`src/sv/vrpt_pkg.sv`:
```
// shared types, constants and helper functions of the reference point transform
package vrpt_pkg;

  localparam int NUM_POINTS_DEF   = 4;
  localparam int CORDIC_STEPS_DEF = 16;
  localparam int POINT_W          = 2;
  localparam int DATA_W           = 32;
  localparam int CFG_IDX_W        = 3;
  localparam int FLAGS_W          = 3;
  localparam int FLOOR_W          = 31;
  localparam int MASK_W           = 4;
  localparam int DIV_BITS         = 48;

  localparam logic [CFG_IDX_W-1:0] CFG_OFFSET_A = 3'd0;
  localparam logic [CFG_IDX_W-1:0] CFG_OFFSET_B = 3'd1;
  localparam logic [CFG_IDX_W-1:0] CFG_OFFSET_C = 3'd2;
  localparam logic [CFG_IDX_W-1:0] CFG_OFFSET_D = 3'd3;
  localparam logic [CFG_IDX_W-1:0] CFG_MASK     = 3'd4;
  localparam logic [CFG_IDX_W-1:0] CFG_FLOOR    = 3'd5;

  localparam logic [MASK_W-1:0]  MASK_RST  = 4'hF;
  localparam logic [FLOOR_W-1:0] FLOOR_RST = 31'd66;

  localparam int PRES_YAW  = 0;
  localparam int PRES_CURV = 1;
  localparam int PRES_VEL  = 2;
  localparam logic [FLAGS_W-1:0] PRES_ALL = 3'b111;

  localparam logic [1:0] QUAD_0 = 2'd0;
  localparam logic [1:0] QUAD_1 = 2'd1;
  localparam logic [1:0] QUAD_2 = 2'd2;

  localparam logic signed [31:0] CORDIC_X0 = 32'sd652032874;

  typedef struct packed {
    logic                    bad;
    logic                    xform;
    logic                    need_vk;
    logic                    sat;
    logic [POINT_W-1:0]      tgt;
    logic [FLAGS_W-1:0]      flags;
    logic [15:0]             heading;
    logic signed [32:0]      delta;
    logic signed [31:0]      px;
    logic signed [31:0]      py;
    logic signed [31:0]      v;
    logic signed [31:0]      lat;
    logic signed [31:0]      acc;
    logic signed [31:0]      w;
    logic signed [31:0]      k;
  } item_t;

  typedef struct packed {
    logic                en;
    logic                neg;
    logic [31:0]         den;
    logic [31:0]         rem;
    logic [DIV_BITS-1:0] num;
    logic [DIV_BITS-1:0] quo;
  } div_t;

  typedef struct packed {
    logic [1:0]         quad;
    logic signed [31:0] x;
    logic signed [31:0] y;
    logic signed [31:0] z;
  } cord_t;

  typedef struct packed {
    logic               clip;
    logic signed [31:0] val;
  } sat_t;

  function automatic logic [31:0] atan_at(input int i);
    logic [31:0] a;
    case (i)
      0:       a = 32'd536870912;
      1:       a = 32'd316933406;
      2:       a = 32'd167458907;
      3:       a = 32'd85004756;
      4:       a = 32'd42667331;
      5:       a = 32'd21354465;
      6:       a = 32'd10680862;
      7:       a = 32'd5340245;
      8:       a = 32'd2670163;
      9:       a = 32'd1335087;
      10:      a = 32'd667544;
      11:      a = 32'd333772;
      12:      a = 32'd166886;
      13:      a = 32'd83443;
      14:      a = 32'd41722;
      15:      a = 32'd20861;
      16:      a = 32'd10430;
      17:      a = 32'd5215;
      18:      a = 32'd2608;
      19:      a = 32'd1304;
      20:      a = 32'd652;
      21:      a = 32'd326;
      22:      a = 32'd163;
      23:      a = 32'd81;
      24:      a = 32'd41;
      25:      a = 32'd20;
      26:      a = 32'd10;
      27:      a = 32'd5;
      28:      a = 32'd3;
      29:      a = 32'd1;
      30:      a = 32'd1;
      default: a = 32'd0;
    endcase
    return a;
  endfunction

  function automatic sat_t sat32(input logic signed [63:0] v);
    sat_t s;
    if (v > 64'sd2147483647) begin
      s.clip = 1'b1;
      s.val  = 32'sh7FFFFFFF;
    end else if (v < -64'sd2147483648) begin
      s.clip = 1'b1;
      s.val  = 32'sh80000000;
    end else begin
      s.clip = 1'b0;
      s.val  = v[31:0];
    end
    return s;
  endfunction

  function automatic logic [31:0] mag32(input logic signed [31:0] v);
    return v[31] ? (~v + 32'd1) : v;
  endfunction

  function automatic logic [32:0] mag33(input logic signed [32:0] v);
    return v[32] ? (~v + 33'd1) : v;
  endfunction

endpackage

```
`src/sv/vrpt_div_cell.sv`:
```
// one restoring division cell: one quotient bit per cell, item carried alongside
module vrpt_div_cell (
  input  logic              clk,
  input  logic              rst_n,
  input  logic              en,
  input  logic              vld_i,
  input  vrpt_pkg::item_t   item_i,
  input  vrpt_pkg::div_t    div_i,
  output logic              vld_o,
  output vrpt_pkg::item_t   item_o,
  output vrpt_pkg::div_t    div_o
);

  logic [32:0]    trial;
  logic [32:0]    diff;
  logic           ge;
  vrpt_pkg::div_t div_nxt;

  always_comb begin
    trial   = {div_i.rem, div_i.num[vrpt_pkg::DIV_BITS-1]};
    diff    = trial - {1'b0, div_i.den};
    ge      = trial >= {1'b0, div_i.den};
    div_nxt = div_i;
    div_nxt.rem = ge ? diff[31:0] : trial[31:0];
    div_nxt.num = {div_i.num[vrpt_pkg::DIV_BITS-2:0], 1'b0};
    div_nxt.quo = {div_i.quo[vrpt_pkg::DIV_BITS-2:0], ge};
  end

  always_ff @(posedge clk) begin
    if (!rst_n) begin
      vld_o <= 1'b0;
    end else if (en) begin
      vld_o <= vld_i;
    end
  end

  always_ff @(posedge clk) begin
    if (en) begin
      item_o <= item_i;
      div_o  <= div_nxt;
    end
  end

endmodule

```
`config.mk`:
```
export PLATFORM = sky130hd
export DESIGN_NAME = vrpt_div_cell
export DESIGN_NICKNAME = d
export VERILOG_FILES = /design/src/sv/vrpt_pkg.sv /design/src/sv/vrpt_div_cell.sv
export SDC_FILE = /design/constraint.sdc
export NUM_CORES = 1
export LEC_CHECK = 0
export BUFFER_PORTS_ARGS = -buffer_cell sky130_fd_sc_hd__buf_2
export CORE_AREA = 2 2 348 350
export DETAILED_ROUTE_END_ITERATION = 8
export DIE_AREA = 0 0 350 352
export HOLD_SLACK_MARGIN = 0.1
export PLACE_DENSITY = 0.3
export SYNTH_ARGS = -nofsm -noshare
export SYNTH_HDL_FRONTEND = slang
export SYNTH_SLANG_ARGS = --single-unit
```
`constraint.sdc`:
```
create_clock -name clk -period 5 [get_ports clk]
set_clock_uncertainty 0.2 [all_clocks]
set_input_delay 0.25 -clock clk [delete_from_list [all_inputs] [get_ports clk]]
set_output_delay 0.25 -clock clk [all_outputs]
set_load 0.03 [all_outputs]
```
==> impl_metrics.ini, run 1 <==
[place]
gp_congestion = 0.7904
hpwl_um = 58620
post-place-ws_ns = 0.8563
io_buffers = 890

[floorplanning]
die_h_um = 352
io_pins = 893
std_cell_rows = 127
initial_core_util_pct = 13.04
chipWidth_um = 350

[logic_synthesis]
synth_warnings = 0
ys_ff_latch = 444
synth_edf_count = 443
async_flop_share_pct = 0
netlist_instances = 791
synth_seq_area_share_pct = 85.64
synth_top_area_cell = edfxtp_1
synth_area_per_cell_um2 = 19.67
yosys-top-cells-area = edfxtp_1 (86%), ha_1 (2.6%), a21oi_1 (1.7%)
netlist_area_um2 = 15560
synth_nets = 1272
synthDominantCellAreaShare_pct = 85.51
ys_types = 49
synth_flop_cell = edfxtp_1

[clock_network]
root_buffer = clkbuf_16
cts_max_path_buffers = 3
cts_hold_buf = 678
postCtsSetupRepairBufs = 0
cts_made_buffers = 57
clock_sinks = 444
cts_htree_levels = 2
cts-resized-gates = 0

[run_status]
outcome = did not finish
stop_stage = 4_1_cts
error = [ERROR RSZ-0060] Max buffer count reached.
synthesized netlist by cell type (5+ instances only):
master and n:
o21ai_0 16, a21oi_1 54, a21o_1 12, mux2_2 6, nand2_1 27, nand4_1 7
o21a_1 6, inv_1 38, edfxtp_1 443, xor2_1 11, clkbuf_1 5, xnor2_1 16
buf_2 8, a31oi_1 5, nand3_1 8, nor2_1 36, ha_1 32
logic make-up after synthesis:
logic type | Yosys count | synth area share [%]
xor+xnor | 27 | 1.520
flops | 444 | 85.64
simple gates | 99 | 2.952
other cells | 1 | 0.02410
fa+ha+maj | 33 | 2.702
mux | 13 | 0.9168
buf+inv | 56 | 1.520
compound gates | 118 | 4.729
per-stage QoR:
step / cell area, µm² / instances / util, %
after floorplan: 15560 / 791 / -
after global placement: 22050 / 3283 / 18.48
after detailed placement: 22050 / 3283 / 18.48
==> run 2, diff against run 1 <==
--- a/config.mk
+++ b/config.mk
@@ -6,11 +6,10 @@
 export NUM_CORES = 1
 export LEC_CHECK = 0
 export BUFFER_PORTS_ARGS = -buffer_cell sky130_fd_sc_hd__buf_2
-export CORE_AREA = 2 2 348 350
+export CORE_AREA = 2 2 347 349
 export DETAILED_ROUTE_END_ITERATION = 8
-export DIE_AREA = 0 0 350 352
-export HOLD_SLACK_MARGIN = 0.1
-export PLACE_DENSITY = 0.3
+export DIE_AREA = 0 0 349 351
+export PLACE_DENSITY_LB_ADDON = 0.15
 export SYNTH_ARGS = -nofsm -noshare
 export SYNTH_HDL_FRONTEND = slang
 export SYNTH_SLANG_ARGS = --single-unit
==> impl_metrics.ini, run 2 <==
[run_status]
outcome = finished, final reports clean

[global_routing]
grt_pass1_vias = 13430
grt.overflow.total = 0
grt_usage_pct = 10.70
grt_pass1_wl_um = 94930
grt_max_degree = 106
antenna_found_initial = 9

[routing]
avgViaCountPerCell = 3.308
ant_nets = 0
wl_met1_um = 26640
met3_length_um = 4799
top_layer_used = met5
drcViolationCount = 0
wl_um = 70280
first_pass_iters = 5
met2RoutedLength_um = 37640
drtIter0Drc = 605
drt-wirelength-per-cell_um = 18.67
dr_total_vias = 12450

[clock_network]
cts_made_buffers = 56
cts_htree_levels = 2
clock_sinks = 444
clkTransAtPathRegs_ns = 0.06
cts_tree = done
root_buffer = clkbuf_16
clock_latency_ns = 0.61
cts_max_path_buffers = 3

[worst_setup_path]
cp_data_arrival_time_ns = 4.24
path_cells = dlygate4sd3_1 -> buf_2 -> inv_1 -> ha_1 -> a21oi_1 -> o21a_1 -> nor2_1 -> nor3_1 -> a211oi_2 -> o21ai_2 -> o21ai_0 -> xnor2_1 -> o22ai_1 -> dlygate4sd3_1
cp.required_ns = 5.16
critical_path_class = in2reg
cp_slowest_cell = dlygate4sd3_1
reg2reg_slack_ns = 3.64
cp_max_fo = 6
cpMostUsedCell = dlygate4sd3_1
crit_path_end_kind = flip-flop
max_stage_delay_ns = 0.58
startpoint_type = primary input

[timing]
grt_setup_unrepaired = false
finalMaxSlewViolations = 0
finalSetupTns_ns = 0
hold_viol = 0
period_needed_ns = 4.079
setup_violations = 0
worst-slew-pin-transition_ns = 0.9160
slew_headroom_pct = 38.94
period_share_pct = 81.57
setup_slack_ns = 0.9214
max_freq_ghz = 0.2452

[floorplanning]
io_pins = 893
die_h_um = 351
initial_core_util_pct = 13.07
chipWidth_um = 349
std_cell_rows = 127
coreArea_um2 = 119000
die-area_um2 = 122500

[logic_synthesis]
synth_flop_cell = edfxtp_1
netlist_instances = 791
synth_warnings = 0
synth_area_per_cell_um2 = 19.67
ys_types = 49
synthDominantCellAreaShare_pct = 85.51
synth_edf_count = 443
yosys-top-cells-area = edfxtp_1 (86%), ha_1 (2.6%), a21oi_1 (1.7%)
ys_ff_latch = 444
post-synth-top-count-cell = edfxtp_1
synth_seq_area_share_pct = 85.64
synth_top_area_cell = edfxtp_1
synth_nets = 1272
synth.top_cells.by_count = edfxtp_1 (443), a21oi_1 (54), inv_1 (38), nor2_1 (36), ha_1 (32)
netlist_area_um2 = 15560
async_flop_share_pct = 0

[pwr]
pwr-share-seq_pct = 42.6
p_leak_nw = 11.73
total_power_mw = 10.67
p_per_area_nw_per_um2 = 376.7
combPwrFrac_pct = 18.3
clockPowerShare_pct = 39.1
p_int_mw = 7.670
ir_worst_vdd_uv = 231.2
p_switching_mw = 2.996
swShare_pct = 28.09

[place]
dp.cells = 3218
post-place-ws_ns = 0.9086
hpwl_um = 54810
io_buffers = 890
gp_congestion = 0.7749

[finish]
fillCellCount = 12720
largest_reg_flops = 282
drive_above_1_share_pct = 44.35
layout_common_cells = buf_2 (889), dlygate4sd3_1 (446), edfxtp_1 (443)
fin_cells = 3765
final_common_cell = buf_2
final_nets = 2655
regMostFlops = item_o
top_regs = item_o (282), div_o (161), vld_o (1)
areaGrowthSynthToFinish_pct = 82.03

[run]
drv_cap = 0

[worst_hold_path]
min_path_type = in2reg
## run 2: final timing paths
kind,to,cells after the start,start
max,div_o[125]$_DFFE_PP_,14,div_i[142]
min,div_o[78]$_DFFE_PP_,2,div_i[77]
max reg2reg,vld_o$_SDFFE_PN0P_,3,vld_o$_SDFFE_PN0P_
min reg2reg,vld_o$_SDFFE_PN0P_,3,vld_o$_SDFFE_PN0P_
## run 2: cell families after synthesis
group | after synthesis | synth area share, %
flops | 444 | 85.64
fa+ha+maj | 33 | 2.702
xor+xnor | 27 | 1.520
compound gates | 118 | 4.729
mux | 13 | 0.9168
other cells | 1 | 0.02410
simple gates | 99 | 2.952
buf+inv | 56 | 1.520
## run 2: per-stage QoR
step           cell area (µm²)  utilization [%]  hold slack [ns]
2_1_floorplan            15560                -           0.1489
3_3_place_gp             21980            18.47           0.2265
3_5_place_dp             21980            18.47           0.2281
4_1_cts                  28310            23.79          0.05459
5_1_grt                  28320            23.79          0.06614
6_report                 28320            23.79           0.1268
## run 2: final cells by class
| cell class | count | area [µm²] | area share [%] |
|---|---|---|---|
| timing repair buffer | 1343 | 9044 | 31.94 |
| clock inverter | 30 | 420.4 | 1.485 |
| sequential | 444 | 13320 | 47.05 |
| inverter | 38 | 142.6 | 0.5037 |
| multi-input combinational | 291 | 1998 | 7.056 |
| clock buffer | 68 | 1446 | 5.108 |
| tap | 1548 | 1937 | 6.840 |
| antenna | 3 | 7.507 | 0.02651 |
## run 2: worst max-delay path: cells and delay by family
kind	cells	cell delay [ns]
AO/OA/AOI/OAI	6	1.34
XOR/XNOR	1	0.17
adder cells (fa/ha/maj)	1	0.37
buffers and inverters	4	1.54
AND/OR/NAND/NOR	2	0.58
## run 2: layer usage
| metal | vias up | GRT usage (%) |
|---|---|---|
| li1 | 5834 | - |
| met1 | 6069 | 11.90 |
| met2 | 462 | 19.88 |
| met3 | 80 | 3.204 |
| met4 | 8 | 2.428 |
| met5 | - | 0 |
## run 2: timing repair
item | CTS | global route
resized for setup | 0 | 0
hold buffers | 446 | 0
endpoints found under the hold margin | 448 | 0
buffers inserted | 0 | 0
## run 2: power groups by stage
stage	Combinational [mW]	Clock (mW)	Sequential, mW
2_1_floorplan	0.252	0	5.27
3_3_place_gp	1.70	0	4.62
3_5_place_dp	1.69	0	4.62
4_1_cts	2.00	4.37	4.55
5_1_grt	2.07	4.49	4.58
6_report	1.95	4.17	4.54
Power figures use the tool's default switching activity.
