File: src/sv/vrpt_pkg.sv
// shared types, constants and helper functions of the reference point transform
package vrpt_pkg;

  localparam int NUM_POINTS_DEF   = 4;
  localparam int CORDIC_STEPS_DEF = 16;
  localparam int POINT_W          = 2;
  localparam int DATA_W           = 32;
  localparam int CFG_IDX_W        = 3;
  localparam int FLAGS_W          = 3;
  localparam int FLOOR_W          = 31;
  localparam int MASK_W           = 4;
  localparam int DIV_BITS         = 48;

  localparam logic [CFG_IDX_W-1:0] CFG_OFFSET_A = 3'd0;
  localparam logic [CFG_IDX_W-1:0] CFG_OFFSET_B = 3'd1;
  localparam logic [CFG_IDX_W-1:0] CFG_OFFSET_C = 3'd2;
  localparam logic [CFG_IDX_W-1:0] CFG_OFFSET_D = 3'd3;
  localparam logic [CFG_IDX_W-1:0] CFG_MASK     = 3'd4;
  localparam logic [CFG_IDX_W-1:0] CFG_FLOOR    = 3'd5;

  localparam logic [MASK_W-1:0]  MASK_RST  = 4'hF;
  localparam logic [FLOOR_W-1:0] FLOOR_RST = 31'd66;

  localparam int PRES_YAW  = 0;
  localparam int PRES_CURV = 1;
  localparam int PRES_VEL  = 2;
  localparam logic [FLAGS_W-1:0] PRES_ALL = 3'b111;

  localparam logic [1:0] QUAD_0 = 2'd0;
  localparam logic [1:0] QUAD_1 = 2'd1;
  localparam logic [1:0] QUAD_2 = 2'd2;

  localparam logic signed [31:0] CORDIC_X0 = 32'sd652032874;

  typedef struct packed {
    logic                    bad;
    logic                    xform;
    logic                    need_vk;
    logic                    sat;
    logic [POINT_W-1:0]      tgt;
    logic [FLAGS_W-1:0]      flags;
    logic [15:0]             heading;
    logic signed [32:0]      delta;
    logic signed [31:0]      px;
    logic signed [31:0]      py;
    logic signed [31:0]      v;
    logic signed [31:0]      lat;
    logic signed [31:0]      acc;
    logic signed [31:0]      w;
    logic signed [31:0]      k;
  } item_t;

  typedef struct packed {
    logic                en;
    logic                neg;
    logic [31:0]         den;
    logic [31:0]         rem;
    logic [DIV_BITS-1:0] num;
    logic [DIV_BITS-1:0] quo;
  } div_t;

  typedef struct packed {
    logic [1:0]         quad;
    logic signed [31:0] x;
    logic signed [31:0] y;
    logic signed [31:0] z;
  } cord_t;

  typedef struct packed {
    logic               clip;
    logic signed [31:0] val;
  } sat_t;

  function automatic logic [31:0] atan_at(input int i);
    logic [31:0] a;
    case (i)
      0:       a = 32'd536870912;
      1:       a = 32'd316933406;
      2:       a = 32'd167458907;
      3:       a = 32'd85004756;
      4:       a = 32'd42667331;
      5:       a = 32'd21354465;
      6:       a = 32'd10680862;
      7:       a = 32'd5340245;
      8:       a = 32'd2670163;
      9:       a = 32'd1335087;
      10:      a = 32'd667544;
      11:      a = 32'd333772;
      12:      a = 32'd166886;
      13:      a = 32'd83443;
      14:      a = 32'd41722;
      15:      a = 32'd20861;
      16:      a = 32'd10430;
      17:      a = 32'd5215;
      18:      a = 32'd2608;
      19:      a = 32'd1304;
      20:      a = 32'd652;
      21:      a = 32'd326;
      22:      a = 32'd163;
      23:      a = 32'd81;
      24:      a = 32'd41;
      25:      a = 32'd20;
      26:      a = 32'd10;
      27:      a = 32'd5;
      28:      a = 32'd3;
      29:      a = 32'd1;
      30:      a = 32'd1;
      default: a = 32'd0;
    endcase
    return a;
  endfunction

  function automatic sat_t sat32(input logic signed [63:0] v);
    sat_t s;
    if (v > 64'sd2147483647) begin
      s.clip = 1'b1;
      s.val  = 32'sh7FFFFFFF;
    end else if (v < -64'sd2147483648) begin
      s.clip = 1'b1;
      s.val  = 32'sh80000000;
    end else begin
      s.clip = 1'b0;
      s.val  = v[31:0];
    end
    return s;
  endfunction

  function automatic logic [31:0] mag32(input logic signed [31:0] v);
    return v[31] ? (~v + 32'd1) : v;
  endfunction

  function automatic logic [32:0] mag33(input logic signed [32:0] v);
    return v[32] ? (~v + 33'd1) : v;
  endfunction

endpackage

File: src/sv/vrpt_cordic_cell.sv
// one cordic rotation cell, item carried alongside
module vrpt_cordic_cell #(
  parameter int STEP = 0
) (
  input  logic              clk,
  input  logic              rst_n,
  input  logic              en,
  input  logic              vld_i,
  input  vrpt_pkg::item_t   item_i,
  input  vrpt_pkg::cord_t   cd_i,
  output logic              vld_o,
  output vrpt_pkg::item_t   item_o,
  output vrpt_pkg::cord_t   cd_o
);

  logic signed [31:0] dx;
  logic signed [31:0] dy;
  logic signed [31:0] ang;
  vrpt_pkg::cord_t    cd_nxt;

  always_comb begin
    dx     = cd_i.y >>> STEP;
    dy     = cd_i.x >>> STEP;
    ang    = vrpt_pkg::atan_at(STEP);
    cd_nxt = cd_i;
    if (!cd_i.z[31]) begin
      cd_nxt.x = cd_i.x - dx;
      cd_nxt.y = cd_i.y + dy;
      cd_nxt.z = cd_i.z - ang;
    end else begin
      cd_nxt.x = cd_i.x + dx;
      cd_nxt.y = cd_i.y - dy;
      cd_nxt.z = cd_i.z + ang;
    end
  end

  always_ff @(posedge clk) begin
    if (!rst_n) begin
      vld_o <= 1'b0;
    end else if (en) begin
      vld_o <= vld_i;
    end
  end

  always_ff @(posedge clk) begin
    if (en) begin
      item_o <= item_i;
      cd_o   <= cd_nxt;
    end
  end

endmodule
File: config.mk
export PLATFORM = sky130hd
export DESIGN_NAME = vrpt_cordic_cell
export DESIGN_NICKNAME = d
export VERILOG_FILES = /design/src/sv/vrpt_pkg.sv /design/src/sv/vrpt_cordic_cell.sv
export SDC_FILE = /design/constraint.sdc
export NUM_CORES = 1
export LEC_CHECK = 0
export CAP_MARGIN = 10
export CORE_AREA = 2 2 295 297
export CTS_CLUSTER_SIZE = 30
export DETAILED_ROUTE_END_ITERATION = 7
export DIE_AREA = 0 0 297 299
export DONT_BUFFER_PORTS = 1
export PLACE_DENSITY = 0.3
export SLEW_MARGIN = 10
export SYNTH_ARGS = -nofsm -noshare
export SYNTH_HDL_FRONTEND = slang
export SYNTH_SLANG_ARGS = --single-unit
File: constraint.sdc
create_clock -name clk -period 4 [get_ports clk]
set_input_delay 0.8 -clock clk [delete_from_list [all_inputs] [get_ports clk]]
set_output_delay 0.8 -clock clk [all_outputs]
set_load 0.02 [all_outputs]
==> results.sh, run 1 <==
export IMPL_hold_class="in2reg"
export IMPL_synthXorXnorAreaFrac=0.0303
export IMPL_cts_hold_buf=0
export IMPL_max_freq_mhz=267
export IMPL_clk_pin_slew_ps=60
export IMPL_powerDensity_nw_per_um2=545
export IMPL_drv_slew=0
export IMPL_clk_latency_ps=590
export IMPL_skew_ps=0
export IMPL_cts_tree="done"
export IMPL_die_h_um=299
export IMPL_grt_pass1_wl_um=102000
export IMPL_first_pass_iters=5
export IMPL_syn_nets=1723
export IMPL_place_hpwl_um=62500
export IMPL_fp_dieArea_sq_um=88800
export IMPL_grt_max_degree=381
export IMPL_cts_sinks=380
export IMPL_clockBufferDepth=3
export IMPL_instances_no_fill=2487
export IMPL_post_drt_wl_per_cell_um=31.7
export IMPL_synth_area_sq_um=17100
export IMPL_rows=108
export IMPL_vdd_drop_max_uv=352
export IMPL_start_kind="input port"
export IMPL_setup_viol_count_final=0
export IMPL_syn_inst=1241
export IMPL_final_area_sq_um=20100
export IMPL_antenna_found_initial=52
export IMPL_finalCriticalPeriod_ps=3740
export IMPL_path_common_cell="o21ai_0"
export IMPL_cp_slowest_cell="o41ai_1"
export IMPL_worst_ep_required_time_ps=4350
export IMPL_synth_cell_type_count=75
export IMPL_outcome="complete, no violations"
export IMPL_postRouteAntennaNets=0
export IMPL_cts_resized_gates=0
export IMPL_vias=10904
export IMPL_cts_htree_levels=2
export IMPL_path_cells="ha_1, fa_1, nor2b_1, o21ai_0, a31oi_1, a211oi_1, buf_4, o221ai_1, o41ai_1, o21ai_0, xnor2_1"
export IMPL_r2r_setup_slack_ps=3260
export IMPL_synth_top_area_share=0.667
export IMPL_syn_avg_cell_area_sq_um=13.7
export IMPL_synthSimpleGateAreaFrac=0.0698
export IMPL_synth_top_family_by_area="compound AO/OA/AOI/OAI gates"
export IMPL_yosysTopAreaCell="edfxtp_1"
export IMPL_start_util=0.198
export IMPL_path_max_fanout=4
export IMPL_portBuffers=0
export IMPL_io_pins=765
export IMPL_path_class="in2reg"
export IMPL_ys_ff_latch=380
export IMPL_synthArstFlopShare=0
export IMPL_end_kind="flip-flop"
export IMPL_synthAdderAreaFrac=0.0736
export IMPL_drc=0
export IMPL_power_leakage_uw=0.00717
export IMPL_finalWirelength_um=78700
export IMPL_die_w_um=297
export IMPL_finalCritPeriodShare=0.935
export IMPL_hold_viol_final=0
export IMPL_coreArea_sq_um=85900
export IMPL_synth_warnings=0
export IMPL_gr_total_overflow=0
export IMPL_track_usage=0.169
export IMPL_drive_gt1_frac=0.0998
export IMPL_finalWeightedCongestion=0.857
export IMPL_slew_headroom=0.340
export IMPL_max_stage_delay_ps=660
export IMPL_critPathArrivalTime_ps=4080
export IMPL_dpl_cell_count=2391
export IMPL_wl_met1_um=28300
export IMPL_final_common_cell="edfxtp_1"
export IMPL_area_growth_pct=18.0
export IMPL_synth_compound_area_frac=0.114
export IMPL_fillerInstances=9074
export IMPL_synth_seq_area_share=0.668
export IMPL_cts_made_buffers=48
export IMPL_cts_root_buffer="clkbuf_16"
export IMPL_final_cell_mix="edfxtp_1, a21oi_1, inv_1"
export IMPL_post_cts_buffers=0
export IMPL_dr_wl_met2_um=39200
export IMPL_worstMarginPinSlew_ps=990
export IMPL_grt_pass1_vias=10637
export IMPL_top_layer="met5"
export IMPL_drt_iter0_drc=953
export IMPL_wl_met3_um=9390
export IMPL_rsz0062_at_grt="false"
export IMPL_placed_area_sq_um=18600
export IMPL_drv_cap=0
export IMPL_vias_per_cell=4.38
export IMPL_ys_flop_type="edfxtp_1"
export IMPL_final_nets=1768
export IMPL_synth_edf_count=379
export IMPL_tns_ps=0
export IMPL_synthMuxAreaShare=0.0100
export IMPL_synthTopCellsByArea="edfxtp_1, ha_1, a21oi_1, xnor2_1, inv_1"
-- routing by layer --
| metal | vias to the layer above | track usage |
|---|---|---|
| li1 | 4696 | - |
| met1 | 5412 | 0.185 |
| met2 | 638 | 0.294 |
| met3 | 120 | 0.0845 |
| met4 | 38 | 0.0358 |
| met5 | - | 0 |
-- synthesized netlist by cell type, types with 3 or more instances --
library cell,instances
clkbuf_1,21
nor4_1,12
o21a_1,7
clkinv_1,4
a21oi_1,102
edfxtp_1,379
o21ba_2,3
a21o_1,21
mux2i_1,16
a31oi_1,11
nor3_1,25
a211oi_1,10
nand3_1,22
o211ai_1,11
nand4_1,11
buf_2,11
nand2b_1,11
inv_1,100
a211o_1,4
ha_1,94
buf_1,7
xor2_1,3
or3_1,6
o221ai_1,5
nor2_1,80
nor2b_1,16
and2_1,6
o22ai_1,3
o21ai_0,53
fa_1,4
o31ai_1,11
o21bai_1,20
nand2_1,45
xnor2_1,56
-- where the power goes --
group	total [uW]	switching, uW	internal [uW]
Clock	4230	1820	2420
Sequential	5680	803	4880
Combinational	1050	662	387
-- area by class of cell --
type,instances,area [sq um],area share
antenna,9,22.5,0.00112
clock buffer,57,1230,0.0613
clock inverter,30,280,0.0139
inverter,104,390,0.0194
multi-input combinational,716,5090,0.253
sequential,380,11400,0.566
tap,1155,1450,0.0718
timing repair buffer,36,270,0.0134
-- flip-flops by register name (all words and copies together) (netlist names) --
signal,flops
cd_o,97
item_o,282
vld_o,1
-- cells by family after synthesis --
family	count (synthesis)
adders and majority gates	98
and+or+nand+nor	245
AOI/OAI and AO/OA	297
buffers and inverters	145
DFF	380
xor gates and xnor gates	59
muxes	17
-- final timing paths --
check / start / to / cells after the start
max: cd_i[32] / cd_o[60]$_DFFE_PP_ / 11
min: item_i[117] / item_o[117]$_DFFE_PP_ / 0
max reg2reg: vld_o$_SDFFE_PN0P_ / vld_o$_SDFFE_PN0P_ / 2
min reg2reg: vld_o$_SDFFE_PN0P_ / vld_o$_SDFFE_PN0P_ / 2
-- metrics by stage --
stage          worst slack (ps)   util  hold WS [ps]  total power [uW]
4_1_cts                     259  0.234           234             11200
2_1_floorplan               788      -           589              6220
5_1_grt                    86.6  0.234           247             11400
6_report                    261  0.234           292             11000
3_3_place_gp               -443  0.216           613              6870
3_5_place_dp               -369  0.216           615              6830
-- worst max-delay path: cells and delay by family --
family                     cells  cell delay, ps
AOI/OAI and AO/OA              6            2050
adders and majority gates      2             670
buffers and inverters          1             220
and+or+nand+nor                1             180
xor gates and xnor gates       1             160
Note: power is estimated with default switching activity, not from simulation.
==> run 2, diff against run 1 <==
--- a/config.mk
+++ b/config.mk
@@ -7,11 +7,12 @@
 export LEC_CHECK = 0
 export CAP_MARGIN = 10
 export CORE_AREA = 2 2 295 297
+export CTS_CLUSTER_DIAMETER = 50
 export CTS_CLUSTER_SIZE = 30
 export DETAILED_ROUTE_END_ITERATION = 7
 export DIE_AREA = 0 0 297 299
 export DONT_BUFFER_PORTS = 1
-export PLACE_DENSITY = 0.3
+export PLACE_DENSITY = 0.31
 export SLEW_MARGIN = 10
 export SYNTH_ARGS = -nofsm -noshare
 export SYNTH_HDL_FRONTEND = slang
==> constraint.sdc (replaced) <==
create_clock -name clk -period 3.3 [get_ports clk]
set_input_delay 0.66 -clock clk [delete_from_list [all_inputs] [get_ports clk]]
set_output_delay 0.66 -clock clk [all_outputs]
set_load 0.02 [all_outputs]
==> run 2 against run 1 <==
Sequential cell count is the same. Core utilization is 1.8 points higher. Global-route usage fell by 0.34 points. Critical path depth rose by 1. Largest cell class unchanged. Highest routed layer unchanged.
==> results.sh, run 2 (synthesis gave the netlist of run 1 again) <==
export IMPL_outcome="complete, no violations"
export IMPL_vias=11196
export IMPL_regMostFlops="item_o"
export IMPL_rsz0062_at_grt="false"
export IMPL_drv_cap=0
export IMPL_worstMarginPinSlew_ps=1050
export IMPL_portBuffers=0
export IMPL_largestRegisters="item_o (282), cd_o (97), vld_o (1)"
export IMPL_cts_made_buffers=57
export IMPL_post_cts_buffers=0
export IMPL_vdd_drop_max_uv=448
export IMPL_final_nets=1902
export IMPL_grt_most_used_layer="met2"
export IMPL_drive_gt1_frac=0.200
export IMPL_gr_usage_met3=0.0874
export IMPL_grt_pass1_wl_um=101000
export IMPL_max_freq_mhz=326
export IMPL_track_usage=0.166
export IMPL_place_hpwl_um=61700
export IMPL_skew_ps=0
export IMPL_critPathArrivalTime_ps=3420
export IMPL_fp_dieArea_sq_um=88800
export IMPL_io_pins=765
export IMPL_worst_ep_required_time_ps=3660
export IMPL_clk_latency_ps=620
export IMPL_post_drt_wl_per_cell_um=29.3
export IMPL_max_stage_delay_ps=470
export IMPL_slew_headroom=0.298
export IMPL_final_common_cell="edfxtp_1"
export IMPL_finalWeightedCongestion=0.853
export IMPL_drt_iter0_drc=828
export IMPL_finalCriticalPeriod_ps=3070
export IMPL_path_max_fanout=4
export IMPL_die_w_um=297
export IMPL_end_kind="flip-flop"
export IMPL_largest_reg_flops=282
export IMPL_use_met1=0.174
export IMPL_hold_viol_final=0
export IMPL_power_leakage_uw=0.00804
export IMPL_placed_area_sq_um=19500
export IMPL_clk_pin_slew_ps=70
export IMPL_finalCritPeriodShare=0.929
export IMPL_cp_slowest_cell="o41ai_1"
export IMPL_final_cell_mix="edfxtp_1, buf_4, a21oi_1"
export IMPL_drv_slew=0
export IMPL_rows=108
export IMPL_tns_ps=0
export IMPL_grt_max_degree=381
export IMPL_cts_hold_buf=0
export IMPL_first_pass_iters=5
export IMPL_utilization=0.252
export IMPL_crit_family="compound AO/OA/AOI/OAI gates"
export IMPL_grtUsageMet2=0.281
export IMPL_die_h_um=299
export IMPL_finalWirelength_um=77100
export IMPL_r2r_setup_slack_ps=2560
export IMPL_cts_htree_levels=2
export IMPL_coreArea_sq_um=85900
export IMPL_grt_pass1_vias=11168
export IMPL_powerDensity_nw_per_um2=683
export IMPL_path_class="in2reg"
export IMPL_postRouteAntennaNets=0
export IMPL_fillerInstances=9011
export IMPL_critPathBufInv=1
export IMPL_final_area_sq_um=21600
export IMPL_holdWs_ps=115
export IMPL_setup_viol_count_final=0
export IMPL_path_common_cell="o21ai_0"
export IMPL_gr_total_overflow=0
export IMPL_fin_total_pwr_uw=14800
export IMPL_start_kind="input port"
export IMPL_cts_tree="done"
export IMPL_path_cells="ha_1, fa_1, nor2b_1, o21ai_0, a31oi_1, a211oi_1, buf_4, o221ai_1, o41ai_1, nand2_1, o21ai_0, xnor2_1"
export IMPL_cts_sinks=380
export IMPL_clockBufferDepth=3
export IMPL_start_util=0.198
export IMPL_hold_class="in2reg"
export IMPL_antenna_found_initial=37
export IMPL_vias_per_cell=4.25
export IMPL_area_growth_pct=26.9
export IMPL_drc=0
export IMPL_cts_resized_gates=0
export IMPL_cts_root_buffer="clkbuf_16"
## run 2: path summary, 6_finish.rpt
kind,from,to,cells past startpoint
max reg2reg,vld_o$_SDFFE_PN0P_,vld_o$_SDFFE_PN0P_,2
min,item_i[119],item_o[119]$_DFFE_PP_,0
max,cd_i[32],cd_o[92]$_DFFE_PP_,12
min reg2reg,vld_o$_SDFFE_PN0P_,vld_o$_SDFFE_PN0P_,2
## run 2: final cells by class
| cell class | instances | area [sq um] | share of cell area |
|---|---|---|---|
| sequential | 380 | 11400 | 0.527 |
| multi-input combinational | 716 | 5090 | 0.235 |
| tap | 1155 | 1450 | 0.0668 |
| clock buffer | 57 | 1430 | 0.0659 |
| timing repair buffer | 161 | 1250 | 0.0577 |
| clock inverter | 50 | 617 | 0.0285 |
| inverter | 104 | 390 | 0.0180 |
| antenna | 11 | 27.5 | 0.00127 |
## run 2: metal layers
| layer | wire, um | part of all wire | up-vias |
|---|---|---|---|
| li1 | - | - | 4998 |
| met1 | 27100 | 0.35 | 5453 |
| met2 | 37600 | 0.49 | 600 |
| met3 | 9410 | 0.12 | 121 |
| met4 | 2800 | 0.036 | 24 |
| met5 | 139 | 0.0018 | - |
## run 2: through the flow
step | setup WS, ps | std cells
finish | 235 | 2634
global route | 56.7 | 2624
CTS | 258 | 2621
floorplan | 228 | 1241
detailed placement | -422 | 2514
global placement | -342 | 2514
## run 2: worst register-to-register path, delay by kind of cell, from the launching register on
kind	cells	cell delay, ps
flops	1	440
mux	1	110
simple gates	1	130
## run 2: power breakdown
group	switching (uW)	leakage [uW]	internal (uW)	total, uW
registers	978	0.00372	5910	6890
clock network	2740	0.000982	3610	6350
logic	903	0.00334	652	1560
